`config.mk`:
```
export PLATFORM = sky130hd
export DESIGN_NAME = capability_token_filter_flat
export DESIGN_NICKNAME = d
export VERILOG_FILES = /design/src/hdl/ctf_pkg.sv /design/src/hdl/ctf_if.sv /design/src/hdl/ctf_datapath.sv /design/src/hdl/ctf_ctrl.sv /design/src/hdl/capability_token_filter.sv /design/src/flat_wrapper.sv
export VERILOG_INCLUDE_DIRS = /design/src /design/src/hdl
export SDC_FILE = /design/constraint.sdc
export NUM_CORES = 1
export LEC_CHECK = 0
export BUFFER_PORTS_ARGS = -buffer_cell sky130_fd_sc_hd__buf_4
export CAP_MARGIN = 40
export CORE_ASPECT_RATIO = 0.7
export CORE_MARGIN = 5
export CORE_UTILIZATION = 40
export CTS_CLUSTER_DIAMETER = 80
export DETAILED_ROUTE_END_ITERATION = 16
export GPL_TIMING_DRIVEN = 0
export PLACE_DENSITY_LB_ADDON = 0.15
export SLEW_MARGIN = 20
export SYNTH_ARGS = -nofsm -noshare
export SYNTH_HDL_FRONTEND = slang
export SYNTH_SLANG_ARGS = --single-unit
```
`constraint.sdc`:
```
create_clock -name clk -period 4.7 [get_ports clk]
set_clock_uncertainty 0.05 [all_clocks]
set_input_delay 0.94 -clock clk [delete_from_list [all_inputs] [get_ports clk]]
set_output_delay 0.94 -clock clk [all_outputs]
set_load 0.01 [all_outputs]
```
`src/hdl/capability_token_filter_macros.svh`:
```
// assertion macros for the capability token filter
`ifndef CAPABILITY_TOKEN_FILTER_MACROS_SVH
`define CAPABILITY_TOKEN_FILTER_MACROS_SVH

`ifndef SYNTH
`define CTF_ASSERT(lbl, clk, rst, prop) \
  lbl: assert property (@(posedge clk) disable iff (rst) prop) \
    else $error("ctf assertion failed");
`define CTF_NEVER(lbl, clk, rst, expr) \
  lbl: assert property (@(posedge clk) disable iff (rst) !(expr)) \
    else $error("ctf forbidden condition");
`else
`define CTF_ASSERT(lbl, clk, rst, prop)
`define CTF_NEVER(lbl, clk, rst, expr)
`endif

`endif

```
`src/hdl/ctf_pkg.sv`:
```
// types, constants and byte helpers for the capability token filter
`timescale 1ns / 1ps
`default_nettype none
package ctf_pkg;

  localparam int PREFIX_DEPTH = 13;
  localparam int PRE_CW       = 4;
  localparam int AUTH_LEN     = 5;
  localparam int LD_LEN       = 13;

  localparam logic [7:0] CH_CR = 8'h0D;
  localparam logic [7:0] CH_LF = 8'h0A;
  localparam logic [7:0] CH_SP = 8'h20;
  localparam logic [7:0] CH_LA = 8'h61;
  localparam logic [7:0] CH_LL = 8'h6C;

  typedef enum logic [1:0] {
    PH_GAP,
    PH_PREFIX,
    PH_PASS,
    PH_SKIP
  } phase_t;

  typedef enum logic [2:0] {
    S_IDLE,
    S_GAP,
    S_PRE,
    S_BYTE,
    S_CR,
    S_LF
  } ctf_state_t;

  typedef struct packed {
    logic in_valid;
    logic space;
    logic dec_gap;
    logic dec_pre;
    logic dec_byte;
    logic dec_end;
    logic has_pre;
    logic has_byte;
    logic has_end;
    logic gap_last;
    logic pre_last;
  } ctf_status_t;

  typedef struct packed {
    logic ready;
    logic accept;
    logic gap_load;
    logic pre_load;
    logic byte_load;
    logic cr_load;
    logic lf_load;
    logic gap_fix;
  } ctf_cmd_t;

  function automatic logic [7:0] to_lower(input logic [7:0] b);
    logic [7:0] r;
    r = (b >= 8'h41 && b <= 8'h5A) ? b + 8'd32 : b;
    return r;
  endfunction

  function automatic logic is_ws(input logic [7:0] b);
    logic r;
    r = (b == CH_SP) || (b >= 8'h09 && b <= 8'h0D);
    return r;
  endfunction

  function automatic logic [7:0] kw_auth(input logic [PRE_CW-1:0] idx);
    logic [7:0] r;
    case (idx)
      4'd1: r = 8'h75;
      4'd2: r = 8'h74;
      4'd3: r = 8'h68;
      4'd4: r = 8'h3D;
      default: r = 8'h61;
    endcase
    return r;
  endfunction

  function automatic logic [7:0] kw_ld(input logic [PRE_CW-1:0] idx);
    logic [7:0] r;
    case (idx)
      4'd0: r = 8'h6C;
      4'd1: r = 8'h6F;
      4'd2: r = 8'h67;
      4'd3: r = 8'h69;
      4'd4: r = 8'h6E;
      4'd5: r = 8'h64;
      4'd6: r = 8'h69;
      4'd7: r = 8'h73;
      4'd8: r = 8'h61;
      4'd9: r = 8'h62;
      4'd10: r = 8'h6C;
      4'd11: r = 8'h65;
      4'd12: r = 8'h64;
      default: r = 8'h00;
    endcase
    return r;
  endfunction

endpackage
`default_nettype wire

```
`src/hdl/ctf_if.sv`:
```
// valid/ready byte channels for the capability token filter
`timescale 1ns / 1ps
`default_nettype none
interface ctf_in_if;
  logic       valid;
  logic       ready;
  logic [7:0] in_byte;
  logic       in_last;

  modport source (output valid, output in_byte, output in_last, input ready);
  modport sink (input valid, input in_byte, input in_last, output ready);
endinterface

interface ctf_out_if;
  logic       valid;
  logic       ready;
  logic [7:0] out_byte;
  logic       out_last;

  modport source (output valid, output out_byte, output out_last, input ready);
  modport sink (input valid, input out_byte, input out_last, output ready);
endinterface
`default_nettype wire

```
`src/hdl/ctf_datapath.sv`:
```
// token filter datapath: token state, gap and prefix stores, output register
`timescale 1ns / 1ps
`default_nettype none
`include "capability_token_filter_macros.svh"
module ctf_datapath
  import ctf_pkg::*;
#(
  parameter int GAP_DEPTH = 8
) (
  input  wire logic        clk,
  input  wire logic        rst,
  ctf_in_if.sink           raw,
  ctf_out_if.source        filtered,
  input  wire ctf_cmd_t    cmd,
  output ctf_status_t      st
);

  localparam int GCW = $clog2(GAP_DEPTH + 1);
  localparam int GAW = (GAP_DEPTH > 1) ? $clog2(GAP_DEPTH) : 1;

  phase_t             phase;
  logic [GCW-1:0]     gap_count;
  logic [PRE_CW-1:0]  prefix_count;
  logic               is_auth;
  logic [7:0]         cur_byte;
  logic [GCW-1:0]     n_gap;
  logic [PRE_CW-1:0]  n_pre;
  logic               has_byte;
  logic               has_end;
  logic               late;
  logic [GCW-1:0]     gidx;
  logic [PRE_CW-1:0]  pidx;
  logic [7:0]         gap_rdata;
  logic               out_valid;
  logic [7:0]         out_byte;
  logic               out_last;

  logic [7:0]         gap_mem [GAP_DEPTH];
  logic [7:0]         prefix_store [PREFIX_DEPTH];

  phase_t             phase_next;
  logic [GCW-1:0]     gap_count_next;
  logic [PRE_CW-1:0]  prefix_count_next;
  logic [PRE_CW-1:0]  pc_step;
  logic               is_auth_next;
  logic               fg;
  logic               fp_main;
  logic               fp_last;
  logic               eb;
  logic               gwe;
  logic [GAW-1:0]     gwa;
  logic               pwe;
  logic [PRE_CW-1:0]  pwa;
  logic               late_next;
  logic [GCW-1:0]     n_gap_next;
  logic [PRE_CW-1:0]  n_pre_next;
  logic [7:0]         lb;
  logic               ws;
  logic               delim;
  logic [7:0]         want;

  logic [GCW-1:0]     gidx_inc;
  logic [PRE_CW-1:0]  pidx_inc;
  logic               rd_en;
  logic [GAW-1:0]     rd_addr;
  logic               wr_en;
  logic [GAW-1:0]     wr_addr;
  logic [7:0]         wr_data;
  logic               load;
  logic [7:0]         load_byte;
  logic               load_last;

  // per-item decision
  always_comb begin
    lb                = to_lower(raw.in_byte);
    ws                = is_ws(raw.in_byte);
    delim             = (raw.in_byte == CH_SP) || (raw.in_byte == CH_CR) ||
                        (raw.in_byte == CH_LF);
    want              = is_auth ? kw_auth(prefix_count) : kw_ld(prefix_count);
    phase_next        = phase;
    gap_count_next    = gap_count;
    prefix_count_next = prefix_count;
    is_auth_next      = is_auth;
    fg                = 1'b0;
    fp_main           = 1'b0;
    fp_last           = 1'b0;
    eb                = 1'b0;
    gwe               = 1'b0;
    gwa               = '0;
    pwe               = 1'b0;
    pwa               = prefix_count;
    late_next         = 1'b0;
    case (phase)
      PH_GAP: begin
        if (ws) begin
          if (gap_count < GCW'(GAP_DEPTH)) begin
            gwe            = 1'b1;
            gwa            = gap_count[GAW-1:0];
            gap_count_next = gap_count + 1'b1;
          end
        end else if (lb == CH_LA || lb == CH_LL) begin
          pwe               = 1'b1;
          pwa               = '0;
          prefix_count_next = PRE_CW'(1);
          phase_next        = PH_PREFIX;
          is_auth_next      = (lb == CH_LA);
        end else begin
          fg             = 1'b1;
          eb             = 1'b1;
          gap_count_next = '0;
          phase_next     = PH_PASS;
        end
      end
      PH_PREFIX: begin
        if (prefix_count >= PRE_CW'(LD_LEN)) begin
          if (ws) begin
            gap_count_next    = '0;
            prefix_count_next = '0;
            phase_next        = PH_SKIP;
            if (delim) begin
              phase_next     = PH_GAP;
              gap_count_next = GCW'(1);
              gwe            = 1'b1;
            end
          end else begin
            fg                = 1'b1;
            fp_main           = 1'b1;
            eb                = 1'b1;
            gap_count_next    = '0;
            prefix_count_next = '0;
            phase_next        = PH_PASS;
          end
        end else if (ws) begin
          // gap entry zero is rewritten once the old gap has gone out
          fg                = 1'b1;
          fp_main           = 1'b1;
          prefix_count_next = '0;
          gap_count_next    = GCW'(1);
          phase_next        = PH_GAP;
          late_next         = 1'b1;
        end else if (lb == want) begin
          pwe               = 1'b1;
          prefix_count_next = prefix_count + 1'b1;
          if (is_auth && prefix_count_next >= PRE_CW'(AUTH_LEN)) begin
            gap_count_next    = '0;
            prefix_count_next = '0;
            phase_next        = PH_SKIP;
          end
        end else begin
          fg                = 1'b1;
          fp_main           = 1'b1;
          eb                = 1'b1;
          gap_count_next    = '0;
          prefix_count_next = '0;
          phase_next        = PH_PASS;
        end
      end
      PH_PASS: begin
        if (ws) begin
          phase_next     = PH_GAP;
          gap_count_next = GCW'(1);
          gwe            = 1'b1;
        end else begin
          eb = 1'b1;
        end
      end
      default: begin
        if (delim) begin
          phase_next     = PH_GAP;
          gap_count_next = GCW'(1);
          gwe            = 1'b1;
        end
      end
    endcase
    pc_step = prefix_count_next;
    if (raw.in_last) begin
      if (phase_next == PH_PREFIX && prefix_count_next < PRE_CW'(LD_LEN)) begin
        fg      = 1'b1;
        fp_last = 1'b1;
      end
      gap_count_next    = '0;
      prefix_count_next = '0;
      phase_next        = PH_GAP;
    end
    n_gap_next = fg ? gap_count : '0;
    n_pre_next = fp_main ? prefix_count : (fp_last ? pc_step : '0);
  end

  assign gidx_inc = gidx + 1'b1;
  assign pidx_inc = pidx + 1'b1;

  always_comb begin
    rd_en   = 1'b0;
    rd_addr = '0;
    if (cmd.accept && n_gap_next != '0) begin
      rd_en = 1'b1;
    end else if (cmd.gap_load && gidx_inc < n_gap) begin
      rd_en   = 1'b1;
      rd_addr = gidx_inc[GAW-1:0];
    end
  end

  always_comb begin
    wr_en   = 1'b0;
    wr_addr = gwa;
    wr_data = raw.in_byte;
    if (cmd.accept && gwe) begin
      wr_en = 1'b1;
    end else if (cmd.gap_fix && late) begin
      wr_en   = 1'b1;
      wr_addr = '0;
      wr_data = cur_byte;
    end
  end

  always_ff @(posedge clk) begin
    if (wr_en) begin
      gap_mem[wr_addr] <= wr_data;
    end
  end

  always_ff @(posedge clk) begin
    if (rd_en) begin
      gap_rdata <= gap_mem[rd_addr];
    end
  end

  always_ff @(posedge clk) begin
    if (cmd.accept && pwe) begin
      prefix_store[pwa] <= raw.in_byte;
    end
  end

  always_ff @(posedge clk) begin
    if (rst) begin
      phase        <= PH_GAP;
      gap_count    <= '0;
      prefix_count <= '0;
      is_auth      <= 1'b0;
      n_gap        <= '0;
      n_pre        <= '0;
      has_byte     <= 1'b0;
      has_end      <= 1'b0;
      late         <= 1'b0;
    end else if (cmd.accept) begin
      phase        <= phase_next;
      gap_count    <= gap_count_next;
      prefix_count <= prefix_count_next;
      is_auth      <= is_auth_next;
      n_gap        <= n_gap_next;
      n_pre        <= n_pre_next;
      has_byte     <= eb;
      has_end      <= raw.in_last;
      late         <= late_next;
    end
  end

  always_ff @(posedge clk) begin
    if (cmd.accept) begin
      cur_byte <= raw.in_byte;
      gidx     <= '0;
      pidx     <= '0;
    end else begin
      if (cmd.gap_load) begin
        gidx <= gidx_inc;
      end
      if (cmd.pre_load) begin
        pidx <= pidx_inc;
      end
    end
  end

  // output register
  always_comb begin
    load      = cmd.gap_load | cmd.pre_load | cmd.byte_load | cmd.cr_load | cmd.lf_load;
    load_last = cmd.lf_load;
    load_byte = CH_LF;
    if (cmd.gap_load) begin
      load_byte = gap_rdata;
    end else if (cmd.pre_load) begin
      load_byte = prefix_store[pidx];
    end else if (cmd.byte_load) begin
      load_byte = cur_byte;
    end else if (cmd.cr_load) begin
      load_byte = CH_CR;
    end
  end

  always_ff @(posedge clk) begin
    if (rst) begin
      out_valid <= 1'b0;
    end else if (load) begin
      out_valid <= 1'b1;
    end else if (filtered.ready) begin
      out_valid <= 1'b0;
    end
  end

  always_ff @(posedge clk) begin
    if (load) begin
      out_byte <= load_byte;
      out_last <= load_last;
    end
  end

  assign filtered.valid    = out_valid;
  assign filtered.out_byte = out_byte;
  assign filtered.out_last = out_last;
  assign raw.ready         = cmd.ready;

  always_comb begin
    st.in_valid = raw.valid;
    st.space    = !out_valid || filtered.ready;
    st.dec_gap  = n_gap_next != '0;
    st.dec_pre  = n_pre_next != '0;
    st.dec_byte = eb;
    st.dec_end  = raw.in_last;
    st.has_pre  = n_pre != '0;
    st.has_byte = has_byte;
    st.has_end  = has_end;
    st.gap_last = gidx_inc == n_gap;
    st.pre_last = pidx_inc == n_pre;
  end

  `CTF_ASSERT(a_last_is_lf, clk, rst, (out_valid && out_last) |-> (out_byte == CH_LF))
  `CTF_NEVER(a_gap_bound, clk, rst, gap_count > GCW'(GAP_DEPTH))
  `CTF_NEVER(a_prefix_bound, clk, rst, prefix_count > PRE_CW'(LD_LEN))
  `CTF_ASSERT(a_prefix_held, clk, rst, (phase == PH_PREFIX) |-> (prefix_count != '0))
  `CTF_ASSERT(a_gap_flush_in_range, clk, rst, cmd.gap_load |-> (gidx < n_gap))

endmodule
`default_nettype wire

```
`src/hdl/ctf_ctrl.sv`:
```
// token filter controller: sequences the bytes that one transfer releases
`timescale 1ns / 1ps
`default_nettype none
module ctf_ctrl
  import ctf_pkg::*;
(
  input  wire logic        clk,
  input  wire logic        rst,
  input  wire ctf_status_t st,
  output ctf_cmd_t         cmd
);

  ctf_state_t state;
  ctf_state_t state_next;

  always_ff @(posedge clk) begin
    if (rst) begin
      state <= S_IDLE;
    end else begin
      state <= state_next;
    end
  end

  always_comb begin
    state_next = state;
    case (state)
      S_IDLE: begin
        if (st.in_valid) begin
          if (st.dec_gap) begin
            state_next = S_GAP;
          end else if (st.dec_pre) begin
            state_next = S_PRE;
          end else if (st.dec_byte) begin
            state_next = S_BYTE;
          end else if (st.dec_end) begin
            state_next = S_CR;
          end
        end
      end
      S_GAP: begin
        if (st.space && st.gap_last) begin
          if (st.has_pre) begin
            state_next = S_PRE;
          end else if (st.has_byte) begin
            state_next = S_BYTE;
          end else if (st.has_end) begin
            state_next = S_CR;
          end else begin
            state_next = S_IDLE;
          end
        end
      end
      S_PRE: begin
        if (st.space && st.pre_last) begin
          if (st.has_byte) begin
            state_next = S_BYTE;
          end else if (st.has_end) begin
            state_next = S_CR;
          end else begin
            state_next = S_IDLE;
          end
        end
      end
      S_BYTE: begin
        if (st.space) begin
          state_next = st.has_end ? S_CR : S_IDLE;
        end
      end
      S_CR: begin
        if (st.space) begin
          state_next = S_LF;
        end
      end
      S_LF: begin
        if (st.space) begin
          state_next = S_IDLE;
        end
      end
      default: begin
        state_next = S_IDLE;
      end
    endcase
  end

  always_comb begin
    cmd.ready     = state == S_IDLE;
    cmd.accept    = (state == S_IDLE) && st.in_valid;
    cmd.gap_load  = (state == S_GAP) && st.space;
    cmd.pre_load  = (state == S_PRE) && st.space;
    cmd.byte_load = (state == S_BYTE) && st.space;
    cmd.cr_load   = (state == S_CR) && st.space;
    cmd.lf_load   = (state == S_LF) && st.space;
    cmd.gap_fix   = state == S_PRE;
  end

endmodule
`default_nettype wire

```
`src/hdl/capability_token_filter.sv`:
```
// Capability token filter, top level. Bytes of a capability list enter on raw,
// one per transfer, with in_last on the final byte; the filtered list leaves on
// filtered, closed by CR LF with out_last on the LF. AUTH= tokens and a
// LOGINDISABLED token followed by whitespace or the end of the list are removed
// with their leading whitespace; up to GAP_DEPTH leading whitespace bytes are
// kept per gap. For a byte that releases output, the controller loads each
// released byte in turn (held gap, held prefix of up to 13 bytes, the byte
// itself, CR and LF) into the single output register, one byte per cycle
// while that register has space; stalls on filtered hold it back. The gap
// store has one read port. The output register lets the next byte be taken
// while the last result waits.
`timescale 1ns / 1ps
`default_nettype none
module capability_token_filter
  import ctf_pkg::*;
#(
  parameter int GAP_DEPTH = 8
) (
  input  wire logic   clk,
  input  wire logic   rst,
  ctf_in_if.sink      raw,
  ctf_out_if.source   filtered
);

  ctf_status_t st;
  ctf_cmd_t    cmd;

  ctf_ctrl u_ctrl (
    .clk (clk),
    .rst (rst),
    .st  (st),
    .cmd (cmd)
  );

  ctf_datapath #(
    .GAP_DEPTH (GAP_DEPTH)
  ) u_datapath (
    .clk      (clk),
    .rst      (rst),
    .raw      (raw),
    .filtered (filtered),
    .cmd      (cmd),
    .st       (st)
  );

endmodule
`default_nettype wire
```
`src/flat_wrapper.sv`:
```
// flat-port wrapper written by rule: the top's interface ports become plain ports
module capability_token_filter_flat import ctf_pkg::*;
#(
  parameter int GAP_DEPTH = 8
)
  (clk, rst, raw_valid, raw_in_byte, raw_in_last, raw_ready, filtered_valid, filtered_out_byte, filtered_out_last, filtered_ready);
  ctf_in_if raw_i ();
  ctf_out_if filtered_i ();
  input  wire logic clk;
  input  wire logic rst;
  input wire logic [$bits(raw_i.valid)-1:0] raw_valid;
  input wire logic [$bits(raw_i.in_byte)-1:0] raw_in_byte;
  input wire logic [$bits(raw_i.in_last)-1:0] raw_in_last;
  output wire logic [$bits(raw_i.ready)-1:0] raw_ready;
  output wire logic [$bits(filtered_i.valid)-1:0] filtered_valid;
  output wire logic [$bits(filtered_i.out_byte)-1:0] filtered_out_byte;
  output wire logic [$bits(filtered_i.out_last)-1:0] filtered_out_last;
  input wire logic [$bits(filtered_i.ready)-1:0] filtered_ready;
  assign raw_i.valid = raw_valid;
  assign raw_i.in_byte = raw_in_byte;
  assign raw_i.in_last = raw_in_last;
  assign raw_ready = raw_i.ready;
  assign filtered_valid = filtered_i.valid;
  assign filtered_out_byte = filtered_i.out_byte;
  assign filtered_out_last = filtered_i.out_last;
  assign filtered_i.ready = filtered_ready;
  capability_token_filter #(.GAP_DEPTH(GAP_DEPTH)) u_core (.clk(clk), .rst(rst), .raw(raw_i), .filtered(filtered_i));
endmodule
```
# Word-level counts from Yosys, hierarchy flattened
# Memories as Yosys holds them, arrays and structs flattened. A register that Yosys moved wholly into a read port is not among the register bits.
# Index checks and enable logic that the tools add are counted.
# Widths: inputs -> output; s select.
[word_totals] register_bits=51 mem_bits_rw=168 rom_bits=112 inputBits=13 output_inout_bits=11 elab_cells=215 mem_count=3
[classes] n_addsub=5 magnitude_cmp=9 eq_ne=31 n_mux=113 bitwise=5 reduce_logical=33
[memory_table] name="(no name shown)" depth=16 word_bits=7 rd=1 rd_ports_with_merged_regs=1 write_ports=0 line_no="ctf_pkg.sv:84" source="case (idx)"
[memory_table] name="u_core.u_datapath.prefix_store" depth=13 word_bits=8 rd=1 rd_ports_with_merged_regs=1 write_ports=1 line_no="ctf_datapath.sv:39" source="logic [7:0] prefix_store [PREFIX_DEPTH];"
[memory_table] name="u_core.u_datapath.gap_mem" depth=8 word_bits=8 rd=1 rd_ports_with_merged_regs=1 write_ports=1 line_no="ctf_datapath.sv:38" source="logic [7:0] gap_mem [GAP_DEPTH];"
[ops] cell="$mux 4" count=28
[ops] cell="$mux 3" count=21
[ops] cell="$mux 8" count=7
[ops] cell="$mux 1" count=37
[ops] cell="$pmux 7 s4" count=1
[ops] cell="$mux 2" count=11
[ops] cell="$pmux 3 s6" count=1
[ops] cell="$logic_and 1x1->1" count=17
[ops] cell="$add 4x1->4 const B" count=4
[ops] cell="$eq 8x4->1 const B" count=2
[ops] cell="$eq 8x7->1 const B" count=2
[ops] cell="$pmux 4 s3" count=1
[ops] cell="$reduce_bool 4->1" count=3
[ops] cell="$ne 2x2->1 const B" count=5
[ops] cell="$add 8x6->8 const B" count=1
[ops] cell="$eq 4x2->1 const B" count=2
[ops] cell="$eq 4x4->1" count=2
[ops] cell="$eq 8x6->1 const B" count=1
[ops] cell="$eq 8x8->1" count=1
[ops] cell="$ge 8x4->1 const B" count=1
[ops] cell="$ge 8x7->1 const B" count=1
[ops] cell="$le 8x4->1 const B" count=1
[ops] cell="$le 8x7->1 const B" count=1
[ops] cell="$lt 4x4->1 const B" count=2
[ops] cell="other kinds (30)" count=43

# Depth between registers and ports, before layout
[logic_depth] depth_word=19 ltp_mapped=17 depth_no_buf=16

# By module
# From an unflattened synthesis, not the netlist that was laid out.
[hier_totals] hier_cells=882 hier_area_um2=11317.1
[by_module_without_submodules] module="ctf_datapath" instances=1 cells_per_inst=826 area_per_inst_um2=10928.0 seq_area_each_um2=6616.3
[by_module_without_submodules] module="ctf_ctrl" instances=1 cells_per_inst=56 area_per_inst_um2=389.1 seq_area_each_um2=60.1

# Worst setup path after synthesis
# Ideal clock, no wire load.
[synth_timing] path_type="input to register" start="input port raw_in_byte[1]" end="memory u_core.u_datapath.prefix_store[11][0] (enable)" t_arrival_ns=3.847 slack_ns=0.419 cell_stages=11 n_path_buf=1 cell_sequence="buf_6 > or4_4 > o31a_1 > a2111oi_4 > and4_1 > o21ai_0 > nor2_1 > o21ai_0 > nor2_1 > nand3b_1 > nor3_1"
[synth_via] elab_chain_len=11 elab_cells_between_ends=26 cone_classes="add/sub: 1; order compare: 4; eq/ne: 4; mux: 12; reduce/logical: 5"
[synth_rtl] item="start, declared" line_no="flat_wrapper.sv:12" source="input wire logic [$bits(raw_i.in_byte)-1:0] raw_in_byte;"
[synth_rtl] item="$ge 8x7->1 or $le 8x7->1 (tied branches)" line_no="ctf_pkg.sv:60" source="r = (b >= 8'h41 && b <= 8'h5A) ? b + 8'd32 : b;"
[synth_rtl] item="$logic_and 1x1->1" line_no="ctf_pkg.sv:60"
[synth_rtl] item="$mux 8" line_no="ctf_pkg.sv:60"
[synth_rtl] item="$eq 8x8->1 or $eq 8x7->1 (tied branches)" line_no="ctf_datapath.sv:141, ctf_datapath.sv:101"
[synth_rtl] item="$mux 1 or $logic_or 1x1->1 (tied branches)" line_no="ctf_datapath.sv:141, ctf_datapath.sv:101"
[synth_rtl] item="$mux 1 (on tied branches)" line_no="ctf_datapath.sv:133, ctf_datapath.sv:101"
[synth_rtl] item="$mux 1 (on tied branches)" line_no="ctf_datapath.sv:115, ctf_datapath.sv:95"
[synth_rtl] item="$pmux 1 s2" line_no="ctf_datapath.sv:93" source="case (phase)"
[synth_rtl] item="$logic_and 1x1->1" line_no="ctf_datapath.sv:229" source="if (cmd.accept && pwe) begin"
[synth_rtl] item="$mux 1" line_no="ctf_datapath.sv:229"
[synth_rtl] item="$mux 1 (implied by the code)" line_no="ctf_datapath.sv:230" source="prefix_store[pwa] <= raw.in_byte;"
[synth_rtl] item="end, declared" line_no="ctf_datapath.sv:39"
# Parallel ways exist; a longest one is shown, timed or not.

# Worst setup path in the final report
[layout_timing] start="input port raw_in_byte[3]" end="register u_core.u_datapath.gap_rdata[7] (read register of u_core.u_datapath.gap_mem) (enable)"
[layout_via] elab_chain_len=16 elab_cells_between_ends=51 cone_classes="add/sub: 1; order compare: 5; eq/ne: 7; mux: 29; reduce/logical: 9"
[layout_rtl] item="$ge 8x7->1 or $le 8x7->1 (tied branches)" line_no="ctf_pkg.sv:60"
[layout_rtl] item="$logic_and 1x1->1" line_no="ctf_pkg.sv:60"
[layout_rtl] item="$mux 8" line_no="ctf_pkg.sv:60"
[layout_rtl] item="$eq 8x8->1 or $eq 8x7->1 (tied branches)" line_no="ctf_datapath.sv:141, ctf_datapath.sv:101"
[layout_rtl] item="$mux 4 (tied with other cells)" line_no="ctf_datapath.sv:141" source="end else if (lb == want) begin"
[layout_rtl] item="$mux 4 (tied with other cells)" line_no="ctf_datapath.sv:133" source="end else if (ws) begin"
[layout_rtl] item="$mux 4 (tied with other cells)" line_no="ctf_datapath.sv:115" source="if (prefix_count >= PRE_CW'(LD_LEN)) begin"
[layout_rtl] item="$pmux 4 s2 or $pmux 2 s3 (tied branches)" line_no="ctf_datapath.sv:93"
[layout_rtl] item="$lt 4x4->1 or $eq 2x1->1 (tied branches)" line_no="ctf_datapath.sv:177" source="if (phase_next == PH_PREFIX && prefix_count_next < PRE_CW'(LD_LEN)) begin"
[layout_rtl] item="$logic_and 1x1->1" line_no="ctf_datapath.sv:177"
[layout_rtl] item="$mux 1" line_no="ctf_datapath.sv:177"
[layout_rtl] item="$mux 1 (*)" line_no="ctf_datapath.sv:176" source="if (raw.in_last) begin"
[layout_rtl] item="$mux 4 (*)" line_no="ctf_datapath.sv:185" source="n_gap_next = fg ? gap_count : '0;"
[layout_rtl] item="$reduce_bool 4->1 (*)" line_no="ctf_datapath.sv:195" source="if (cmd.accept && n_gap_next != '0) begin"
[layout_rtl] item="$logic_and 1x1->1 (*)" line_no="ctf_datapath.sv:195"
[layout_rtl] item="$mux 1 (*)" line_no="ctf_datapath.sv:195"
[layout_rtl] item="via u_core.u_datapath.rd_en" line_no="ctf_datapath.sv:64" source="logic rd_en;"
[layout_rtl] item="end, declared" line_no="ctf_datapath.sv:33" source="logic [7:0] gap_rdata;"
# Mark *: on every way through the listed nets, which the timed path passes. The rest lies on a longest branch.
# A chain may end at the register's enable or synchronous reset.

==> key figures <==
Run status
  • Run status: finished clean

CTS
  • H-Tree Depth: 1
  • CTS tree: built
  • Root Buffer: clkbuf_16
  • Reg clk slew, reported paths: 0.06 ns
  • Max Buffers Root-to-Sink: 3
  • CTS Buf Count: 25
  • Clk_lat worst skew: 0.55 ns
  • CTS Sinks: roughly 240
  • Hold Buf Count CTS: 0

Min path
  • Min-Delay Path Class: reg -> reg

Worst setup path
  • CP arrival: around 4.6 ns
  • Critical Path Fanout Max: 17
  • Critical-path cell list: buf_4, clkbuf_1, a211oi_1, a211oi_1, o21ai_1, nor4_2, nor2_1, a221o_1, a311o_1, buf_6, a21oi_1, a21o_1
  • Worst R2R Setup Slack: between 0.4 and 0.5 ns
  • Worst setup startpoint: raw_in_byte[3]
  • CP max stage cell: nor4_2
  • Top cell by count, worst path: a211oi_1
  • WS Path Type: in -> reg
  • Critical path capture point type: register
  • Critical Path Max Stage Delay: roughly 0.5 ns
  • Reg2reg end: u_core.u_datapath.prefix_store[10][7]
  • Reg2Reg Depth: 14
  • Crit start category: primary input
  • CP endpoint: u_core.u_datapath.gap_rdata[7]
  • Reg2reg start: u_core.u_datapath.prefix_count[0]
  • WP data required: roughly 4.9 ns

Synthesis
  • Number of flops mapped to enable cells by yosys: approximately 190
  • Register bit total from synthesis: about 240
  • Syn Area/Cell: 13.5 sq um
  • Syn Inst Count: between 800 and 900
  • Commonest cells post-synth: edfxtp_1, nor2_1, nand2_1
  • Unique masters post-synth: 73
  • Mapped cell area: between 10,000 and 15,000 sq um
  • Register area share after synthesis: 60.7%
  • Mapped Nets: between 800 and 900
  • Asr flop ratio synth: 0%
  • Count leader, synth: edfxtp_1
  • Yosys warnings: 0
  • Dominant synthesized flop cell: edfxtp_1
  • Synth area leader: edfxtp_1
  • Top cell type's share of synthesized area: between 50% and 60%
  • Top cells by area, synth: edfxtp_1, mux4_2, dfxtp_1

Power and ir drop
  • Clock Power Share: 35.6%
  • Pwr/cell area: roughly 450 nW/um^2
  • Flop pwr share: between 40% and 50%
  • VDD IR max: around 250 uV
  • P_int: 4.12 mW
  • P_leak: roughly 4.2 nW
  • Logic pwr share: between 20% and 30%
  • Power, Total: approximately 5.8 mW
  • Switch share: 28.5%
  • Sw power: 1.64 mW

Timing
  • Setup TNS: 0 ns
  • Post-layout minimum cycle time: between 4 and 5 ns
  • Fin crit share: between 90% and 100%
  • Final setup vio count: 0
  • Worst rel slew slack: 42.3%
  • Fin. Hold Viols: 0
  • RSZ-0062 raised after global routing: false
  • Least-Margin Pin Slew: between 0.8 and 0.9 ns
  • Final max-slew violation count: 0
  • Peak Freq: approximately 220 MHz

Cells and area
  • Share of cells above drive strength 1: around 20%
  • Finished Layout Cells: about 1,300
  • Area grow syn2layout: 15.7%
  • Core Util, Final: between 40% and 50%
  • Layout Cell Area excl Fill: about 13,000 sq um
  • Final nets: ~900
  • Ant. Diodes: 0

Routing
  • Post-DR wirelength/cell: 21.2 microns
  • Routed WL: 26.9 mm
  • DR DRC count: 0
  • Vias/cell: approximately 5.7
  • TritonRoute pass-1 iters: 5
  • Initial drt markers: between 600 and 700
  • Via count: a little over 7,000
  • Routed Antenna Nets: 0

Global route
  • Vias in the first global route: between 6,000 and 7,000
  • All-Layer GR Usage: ~17%
  • First-pass GRT wire length: a little over 40 mm
  • Initial antenna violation count: 0
  • GRT Residual Overflow: 0
  • Pin count of the biggest net entering global routing: 25

Placed design
  • Global placer's final weighted congestion: ~0.89
  • Dpl cells: ~1,200
  • IO buf count: 23
  • Placed Area: 11,800 sq um
  • HPWL Detailed: between 15 and 20 mm

Flow run
  • Max Cap Violations: 0

Die
  • Core area: roughly 27,000 sq um
  • IO Count: 24
  • Die area: 31,000 sq um
  • Initial core utilization: around two fifths
  • Standard-cell rows: 50
  • Chip Width: 208 microns
  • Die H: about 150 microns
-- what timing repair did --
item                       CTS  global route
setup endpoints to repair   24            92
cloned                       0             0
resized for setup            2             6
buffers inserted             0             0
-- area by class of cell --
type | instances | area, sq um
buffer | 46 | 189
clock buffer | 32 | 682
clock inverter | 14 | 170
fill | 2393 | 14200
inverter | 23 | 86.3
multi-input combinational | 506 | 4120
sequential | 237 | 6680
tap | 364 | 455
timing repair buffer | 45 | 347
-- metal layers --
| layer | global-route usage, % | routed length, microns |
|---|---|---|
| met4 | 3.22 | 480 |
| met2 | 23.7 | 10800 |
| met1 | 27.8 | 13800 |
| met5 | 0 | 0 |
| met3 | 3.47 | 1810 |
-- worst max-delay path, delay by kind of cell --
kind	cells	cell delay, ns
buffers and inverters	3	0.73
AO/OA/AOI/OAI	7	2.23
AND/OR/NAND/NOR	2	0.70
-- cell usage in the layout (no fill, tap or decap), drive strengths merged, types with 11 or more instances in the layout --
cell	Yosys	layout
mux4	47	47
buf	8	53
nand3	22	22
a21oi	34	34
edfxtp	193	193
nor3	23	23
o21ai	25	25
a22oi	12	12
inv	23	25
nor2	71	71
dfxtp	44	44
mux2	16	16
o22ai	11	11
nand2	55	55
clkbuf	40	70
ha	21	21
-- per-stage QoR --
stage / setup WS, ns / hold slack, ns
final: 0.220 / 0.406
after CTS: 0.0251 / 0.406
after floorplan: 0.419 / 0.377
after global placement: -1.12 / 0.392
after global routing: 0.000176 / 0.434
after detailed placement: -0.752 / 0.398
-- registers in the layout (all words and copies together), names as in the netlist, 2 cells and up, named ones only --
register,cells
u_core.u_datapath.gap_rdata,8
u_core.u_datapath.gap_mem,64
u_core.u_datapath.prefix_store,104
u_core.u_datapath.pidx,4
u_core.u_datapath.n_gap,4
u_core.u_datapath.filtered.out_byte,8
u_core.u_datapath.cur_byte,8
u_core.u_datapath.gap_count,4
u_core.u_ctrl.state,3
u_core.u_datapath.prefix_count,4
u_core.u_datapath.n_pre,4
u_core.u_datapath.phase,2
u_core.u_datapath.gidx,4
-- power groups by stage --
stage / combinational (mW) / sequential (mW) / clock [mW]
detailed placement: 1.21 / 2.54 / 0
floorplan: 0.764 / 2.54 / 0
finish: 1.21 / 2.49 / 2.05
global route: 1.33 / 2.51 / 2.17
CTS: 1.22 / 2.49 / 2.08
global placement: 1.16 / 2.54 / 0
-- worst min path at each step --
stage | start | endpoint | cells after the start | slack, ns
2_1_floorplan | u_core.u_datapath.late | u_core.u_datapath.late | 2 | 0.38
3_3_place_gp | u_core.u_datapath.late | u_core.u_datapath.late | 2 | 0.39
3_5_place_dp | u_core.u_datapath.late | u_core.u_datapath.late | 2 | 0.40
4_1_cts | u_core.u_datapath.late | u_core.u_datapath.late | 2 | 0.41
5_1_grt | u_core.u_datapath.late | u_core.u_datapath.late | 2 | 0.43
6_report | u_core.u_datapath.late | u_core.u_datapath.late | 2 | 0.41
-- kinds of logic (layout without fill, tap and decap cells) --
group | after synthesis | after routing | synth area share, %
XOR/XNOR | 20 | 20 | 1.59
adder cells (fa/ha/maj) | 21 | 21 | 2.39
AND/OR/NAND/NOR | 242 | 242 | 10.9
buffers and inverters | 71 | 160 | 2.56
multiplexers | 68 | 68 | 11.7
flip-flops | 237 | 237 | 60.7
AO/OA/AOI/OAI | 155 | 155 | 10.2
Note: power is estimated with default switching activity, not from simulation.
